### config.mk
export PLATFORM = sky130hd
export DESIGN_NAME = sorted_value_table
export DESIGN_NICKNAME = d
export VERILOG_FILES = /design/src/design/svt_pkg.sv /design/src/design/svt_cell.sv /design/src/design/sorted_value_table.sv
export SDC_FILE = /design/constraint.sdc
export NUM_CORES = 2
export LEC_CHECK = 0
export ABC_AREA = 1
export BUFFER_PORTS_ARGS = -buffer_cell sky130_fd_sc_hd__buf_2
export CORE_MARGIN = 2
export CORE_UTILIZATION = 50
export DETAILED_ROUTE_END_ITERATION = 16
export HOLD_SLACK_MARGIN = 0.02
export PLACE_DENSITY = 0.66
export RECOVER_POWER = 50
export SETUP_SLACK_MARGIN = 0.4
export SLEW_MARGIN = 30
export SYNTH_ARGS = -nofsm -noshare
export SYNTH_HDL_FRONTEND = slang
export SYNTH_SLANG_ARGS = --single-unit
export TNS_END_PERCENT = 100
### constraint.sdc
create_clock -name clk -period 5.2 [get_ports clk]
set_input_delay 0 -clock clk [delete_from_list [all_inputs] [get_ports clk]]
set_output_delay 0 -clock clk [all_outputs]
set_load 0.01 [all_outputs]
### src/design/svt_pkg.sv
// ----------------------------------------------------------------------------
// svt_pkg
// Types and codes shared by the sorted value table and its storage cells.
// ----------------------------------------------------------------------------
`default_nettype none

package svt_pkg;

    localparam logic [1:0] ACT_INSERT = 2'd0;
    localparam logic [1:0] ACT_SEARCH = 2'd1;
    localparam logic [1:0] ACT_DELETE = 2'd2;
    localparam logic [1:0] ACT_CLEAR  = 2'd3;

    localparam logic [2:0] ST_INSERTED  = 3'd0;
    localparam logic [2:0] ST_FOUND     = 3'd1;
    localparam logic [2:0] ST_NOT_FOUND = 3'd2;
    localparam logic [2:0] ST_REMOVED   = 3'd3;
    localparam logic [2:0] ST_CLEARED   = 3'd4;
    localparam logic [2:0] ST_FULL      = 3'd5;

    typedef struct packed {
        logic [1:0]         action;
        logic signed [31:0] value;
    } in_item_t;

    typedef struct packed {
        logic [2:0] status;
        logic [4:0] entry_count;
    } out_item_t;

    // Per-cycle command broadcast to every cell of the chain.
    typedef struct packed {
        logic               ins_en;
        logic               del_en;
        logic signed [31:0] key;
    } cell_ctrl_t;

endpackage

`default_nettype wire

### src/design/svt_cell.sv
// ----------------------------------------------------------------------------
// svt_cell
// One slot of the sorted chain: compares its entry with the broadcast key
// and on an insert takes from its left neighbor, on a delete from its right.
// ----------------------------------------------------------------------------
`default_nettype none

module svt_cell #(
    parameter int IDX = 0,
    parameter int CW  = 5
) (
    input  wire logic               clk,
    input  wire svt_pkg::cell_ctrl_t ctrl,
    input  wire logic [CW-1:0]      count,
    input  wire logic               left_le,
    input  wire logic signed [31:0] left_value,
    input  wire logic signed [31:0] right_value,
    output logic                    le,
    output logic                    eq,
    output logic signed [31:0]      value
);

    logic signed [31:0] entry_reg;
    logic signed [31:0] entry_next;
    logic               occ;
    logic               lt;

    // A slot holds a live value only below the fill count.
    assign occ   = CW'(IDX) < count;
    assign le    = occ && (entry_reg <= ctrl.key);
    assign lt    = occ && (entry_reg < ctrl.key);
    assign eq    = occ && (entry_reg == ctrl.key);
    assign value = entry_reg;

    always_comb
    begin
        entry_next = entry_reg;
        if (ctrl.ins_en)
        begin
            if (!le)
            begin
                // The first slot past the run of smaller-or-equal values gets
                // the key; every slot after it shifts right by one.
                entry_next = left_le ? ctrl.key : left_value;
            end
        end
        else if (ctrl.del_en)
        begin
            if (!lt)
            begin
                entry_next = right_value;
            end
        end
    end

    always_ff @(posedge clk)
    begin
        entry_reg <= entry_next;
    end

endmodule

`default_nettype wire

### src/design/sorted_value_table.sv
// Flow: an accepted input waits in the command register, which feeds the chain;
// the result register loads when that command fires, held off while a result stalls.
// Throughput: one item per cycle while the output does not stall; every cell
// of the chain compares against the key and shifts in the same cycle.
// Reset: rst_n clears the fill count and both valid flags at once; entry
// storage is not cleared, slots above the fill count are never read.
// ----------------------------------------------------------------------------
// sorted_value_table
// Ascending table of signed values built as a chain of compare-and-shift cells.
// ----------------------------------------------------------------------------
`default_nettype none

module sorted_value_table #(
    parameter int CAPACITY = 16
) (
    input  wire logic               clk,
    input  wire logic               rst_n,
    input  wire logic               in_valid,
    output logic                    in_ready,
    input  wire svt_pkg::in_item_t  in_data,
    output logic                    out_valid,
    input  wire logic               out_ready,
    output svt_pkg::out_item_t      out_data
);

    localparam int CW = $clog2(CAPACITY + 1);

    logic              cmd_valid_reg;
    svt_pkg::in_item_t cmd_reg;
    logic [CW-1:0]     count_reg;
    logic [CW-1:0]     count_next;
    logic              out_valid_reg;
    svt_pkg::out_item_t out_reg;
    logic [2:0]        status;
    logic              fire;
    logic              not_full;
    logic              hit;
    logic [CW+4:0]     count_ext;
    svt_pkg::cell_ctrl_t ctrl;

    logic               le_vec  [CAPACITY];
    logic [CAPACITY-1:0] eq_vec;
    logic signed [31:0] val_vec [CAPACITY];

    assign fire     = cmd_valid_reg && (!out_valid_reg || out_ready);
    assign in_ready = !cmd_valid_reg || fire;
    assign not_full = count_reg < CW'(CAPACITY);
    assign hit      = |eq_vec;

    assign ctrl.key    = cmd_reg.value;
    assign ctrl.ins_en = fire && (cmd_reg.action == svt_pkg::ACT_INSERT) && not_full;
    assign ctrl.del_en = fire && (cmd_reg.action == svt_pkg::ACT_DELETE) && hit;

    for (genvar i = 0; i < CAPACITY; i++)
    begin : g_cell
        logic               left_le;
        logic signed [31:0] left_value;
        logic signed [31:0] right_value;

        if (i == 0)
        begin : g_first
            assign left_le    = 1'b1;
            assign left_value = cmd_reg.value;
        end
        else
        begin : g_mid
            assign left_le    = le_vec[i-1];
            assign left_value = val_vec[i-1];
        end

        if (i == CAPACITY - 1)
        begin : g_last
            assign right_value = cmd_reg.value;
        end
        else
        begin : g_inner
            assign right_value = val_vec[i+1];
        end

        svt_cell #(
            .IDX (i),
            .CW  (CW)
        ) u_cell (
            .clk         (clk),
            .ctrl        (ctrl),
            .count       (count_reg),
            .left_le     (left_le),
            .left_value  (left_value),
            .right_value (right_value),
            .le          (le_vec[i]),
            .eq          (eq_vec[i]),
            .value       (val_vec[i])
        );
    end

    always_comb
    begin
        count_next = count_reg;
        status     = svt_pkg::ST_NOT_FOUND;
        unique case (cmd_reg.action)
            svt_pkg::ACT_INSERT:
            begin
                if (not_full)
                begin
                    count_next = count_reg + CW'(1);
                    status     = svt_pkg::ST_INSERTED;
                end
                else
                begin
                    status = svt_pkg::ST_FULL;
                end
            end
            svt_pkg::ACT_SEARCH:
            begin
                status = hit ? svt_pkg::ST_FOUND : svt_pkg::ST_NOT_FOUND;
            end
            svt_pkg::ACT_DELETE:
            begin
                if (hit)
                begin
                    count_next = count_reg - CW'(1);
                    status     = svt_pkg::ST_REMOVED;
                end
            end
            svt_pkg::ACT_CLEAR:
            begin
                count_next = '0;
                status     = svt_pkg::ST_CLEARED;
            end
            default:
            begin
                count_next = count_reg;
            end
        endcase
    end

    assign count_ext = {5'b0, count_next};

    always_ff @(posedge clk or negedge rst_n)
    begin
        if (!rst_n)
        begin
            cmd_valid_reg <= 1'b0;
            out_valid_reg <= 1'b0;
            count_reg     <= '0;
        end
        else
        begin
            if (in_ready)
            begin
                cmd_valid_reg <= in_valid;
            end
            if (fire)
            begin
                count_reg     <= count_next;
                out_valid_reg <= 1'b1;
            end
            else if (out_ready)
            begin
                out_valid_reg <= 1'b0;
            end
        end
    end

    always_ff @(posedge clk)
    begin
        if (in_valid && in_ready)
        begin
            cmd_reg <= in_data;
        end
        if (fire)
        begin
            out_reg.status      <= status;
            out_reg.entry_count <= count_ext[4:0];
        end
    end

    assign out_valid = out_valid_reg;
    assign out_data  = out_reg;

    // The fill count never passes the table size.
    a_count_bound: assert property (@(posedge clk) disable iff (!rst_n)
        count_reg <= CW'(CAPACITY))
        else $error("fill count above capacity");

    // A full report is given only when the table really was full.
    a_full_only_when_full: assert property (@(posedge clk) disable iff (!rst_n)
        fire && (status == svt_pkg::ST_FULL) |-> count_reg == CW'(CAPACITY))
        else $error("full status with free slots");

    // A successful insert grows the table by exactly one entry.
    a_insert_grows: assert property (@(posedge clk) disable iff (!rst_n)
        ctrl.ins_en |=> count_reg == $past(count_reg) + CW'(1))
        else $error("insert did not grow the table by one");

    // A command cannot retire while the previous result is still stalled.
    a_no_overrun: assert property (@(posedge clk) disable iff (!rst_n)
        out_valid_reg && !out_ready |-> !fire)
        else $error("result overwritten while stalled");

endmodule

`default_nettype wire
==> summary.md <==
| Metric | Value |
|---|---|
| Worst path cell trace | inv_1, clkbuf_1, ha_1, nand2_1, nor2_1, nand2_1, nor2_1, nand3_2, clkbuf_2, nand2_1, buf_4, nand2_1, nand2_1, nand2_1, nand2_1 |
| Largest cells by area after synthesis | edfxtp_1 39%, nand2_1 18%, ha_1 15%, nand3_1 11%, inv_1 4.5% |
| RSZ-0062 raised after global routing | no |
| Worst Path Max Fanout | 34 |
| First-pass GRT wire length | 226.6 mm |
| Final setup TNS | 0 ns |
| Worst-margin pin slew | 2.154 ns |
| Drt pass-1 iters | 6 |
| Register area share after synthesis | 0.3925 |
| Placed instance area | 44780 um2 |
| Antenna violations before repair | 2 |
| Post-route cell area | 47220 um2 |
| Most frequent cells in the layout | 2081 x nand2_1, 980 x nand3_1, 554 x edfxtp_1, 515 x ha_1, 514 x inv_1 |
| Worst hold path depth | 2 |
| Die area | about 88000 um2 |
| Vias | between 40000 and 50000 |
| Hold slack final | 0.05750 ns |
| Total Wirelength | 149.3 mm |
| Worst R2R Path Depth | 15 |
| Initial DRC count | 4366 |
| Mapped Area | 42830 um2 |
| Leak Pwr | 22.93 nW |
| Average size of a mapped cell | 7.529 um2 |
| Post-synth top area cell | edfxtp_1 |
| FMAX | around 210 MHz |
| CP Buf/Inv Count | 4 |
| CTS resizes | 0 |
| Port Buffer Count | 47 |
| Root Buffer | clkbuf_16 |
| Reg2reg end | g_cell[2].u_cell.value[16] |
| Detailed Place HPWL | 106.2 mm |
| Post-synthesis cell count | 5689 |
| Setup Buffers After CTS | 0 |
| DR vias/cell | 5.805 |
| Multiplexer area fraction after synthesis | 0 |
| Slew HR | -0.4357 |
| Crit path depth | 15 |
| Number of enable flip-flop cells after synthesis | 554 |
| Synth Area in Simple Gates | 0.3302 |
| Ports | 48 |
| Post-layout min period | approximately 4.7 ns |
| Largest net degree at the start of global routing | 186 |
| Max Cap Viol | 6 |
| Row count | roughly 110 |
| Total number of H-tree levels | 3 |
| TritonCTS Buffers | 70 |
| All-Layer GR Usage | 0.3400 |
| Endpoint, Worst Hold | g_cell[0].left_value[20] |
| P&R area growth vs syn | 10.25% |
| Largest stage delay on the critical path | 0.78 ns |
| Fin. max-slew vios | 280 |
| Slowest-stage cell, CP | nand2_1 |
| Initial Utilization | 0.5038 |
| Wirelength per Cell | 21.61 um |
| Arrival @ worst endpoint | ~5.1 ns |
| Crit share post-route | 0.9053 |
| DR DRC count | 0 |
| Setup Viol. Count Final | 0 |
| Synth Flop Type | edfxtp_1 |
| Pwr dens | 285.2 nW/um2 |
| Most common cell after layout, fill and taps aside | nand2_1 |
| Hold WC Path Type | in -> reg |
| Max VDD drop | 244.7 uV |
| Total grt overflow | 0 |
| CP top delay family | buffers and inverters |
| Synthesis Warnings | 0 |
| R2R Setup Slk | roughly 0.49 ns |
| Largest family of logic cells by synthesized area | simple AND/OR/NAND/NOR gates |
| Violated checks | max-capacitance violations, max-slew violations |
| Post-synth top area share | 0.3884 |
| CTS Hold Bufs | 40 |
| Synth cell types | 39 |
| Share of cells above drive strength 1 | 0.05084 |
| Die W | roughly 300 um |
| Critical path type | reg -> reg |
| Complex-gate fraction of the synthesized area | 0.05293 |
| FFs w/ async S/R, synth | 0.01248 |
| Crit path launch type | flop |
| Status | finished with violations |
| Post-synthesis register bit count | 561 |
| Syn nets | 6242 |
| CTS tree | built |
| Crit. End Element | flop |
| Clock Latency Late Sink | around 0.66 ns |
| Layout net count | 6264 |
| Post-Synth XOR/XNOR Area | 0.0006135 |
| Clk buf depth | 3 |
| Die height | 296.7 um |
| Number of global-route vias before repair | 38210 |
| CP most frequent cell | nand2_1 |
| Final hold violations | 0 |
| Critical R2R Launch | g_cell[0].left_value[13] |
| Adder-cell area share of the yosys netlist | 0.1504 |
| CP Data Required Time | approximately 5.6 ns |
| Gpl congestion | ~0.95 |
| Worst-path clk slew | 0.06 ns |
| CTS sink count | 561 |
| Final setup skew | 0.04243 ns |
| Detail Route Antenna Nets | 0 |
| Number of flip-flops in the largest register | 512 |
| Hold Crit Start | in_data[20] |
| Core Area | 85010 um2 |
-- power breakdown --
| group | internal, mW | switching, mW | total, mW |
|---|---|---|---|
| Clock | 2.67 | 2.11 | 4.78 |
| Sequential | 5.34 | 0.265 | 5.60 |
| Combinational | 0.966 | 2.12 | 3.09 |
-- synth_stat cells (2+ instances only) --
cell type,number
nand2_1,2081
nand3_1,980
edfxtp_1,554
ha_1,515
inv_1,514
nor2_1,258
a21oi_1,243
clkbuf_1,177
o21ai_0,125
buf_2,70
nand3b_1,36
buf_1,31
o21a_1,27
o21bai_1,17
inv_2,10
dfrtp_1,7
nor3_1,6
nand3_2,4
nor3b_1,4
o211ai_1,4
nand2_2,3
nor2_2,3
buf_4,2
buf_6,2
xor2_1,2
-- worst max path at each step --
stage	from	to	slack (ns)
finish	g_cell[0].left_value[13]	g_cell[2].u_cell.value[16]	0.49
global route	g_cell[0].left_value[13]	g_cell[3].u_cell.value[22]	0.30
CTS	g_cell[0].left_value[30]	g_cell[3].u_cell.value[15]	0.81
detailed placement	g_cell[0].left_value[30]	g_cell[3].u_cell.value[18]	0.84
global placement	g_cell[0].left_value[0]	g_cell[14].u_cell.value[0]	0.65
floorplan	g_cell[0].left_value[31]	g_cell[15].u_cell.value[0]	0.58
-- area by class of cell --
class | instances | area, um2
clock buffer | 85 | 1829
clock inverter | 39 | 330.3
timing repair buffer | 232 | 1927
multi-input combinational | 4321 | 22900
inverter | 525 | 1978
sequential | 561 | 16810
tap | 1144 | 1431
fill | 8066 | 37790
antenna | 3 | 7.507
-- cell families after synthesis --
| logic type | Yosys count |
|---|---|
| AOI/OAI and AO/OA | 423 |
| and+or+nand+nor | 3380 |
| adders and majority gates | 515 |
| buffers and inverters | 807 |
| DFF | 561 |
| xor gates and xnor gates | 3 |
-- stage by stage --
stage / power (mW) / setup slack (ns) / utilization / std cells
after global routing: 14.03 / 0.2974 / 0.5554 / 6908
after floorplan: 7.551 / 0.5799 / - / 5689
final: 13.47 / 0.4927 / 0.5554 / 6910
after CTS: 13.43 / 0.8070 / 0.5568 / 6907
after global placement: 8.601 / 0.6473 / 0.5262 / 6741
after detailed placement: 8.674 / 0.8406 / 0.5267 / 6743
-- layer usage --
layer	routed length [um]	part of all wire	track usage	vias up
met3	13680	0.092	0.06306	474
met5	0	0	0	-
met4	8419	0.056	0.1699	0
met1	58850	0.39	0.4369	18670
met2	68370	0.46	0.5503	1954
li1	-	-	-	19010
Note: power is estimated with default switching activity, not from simulation.
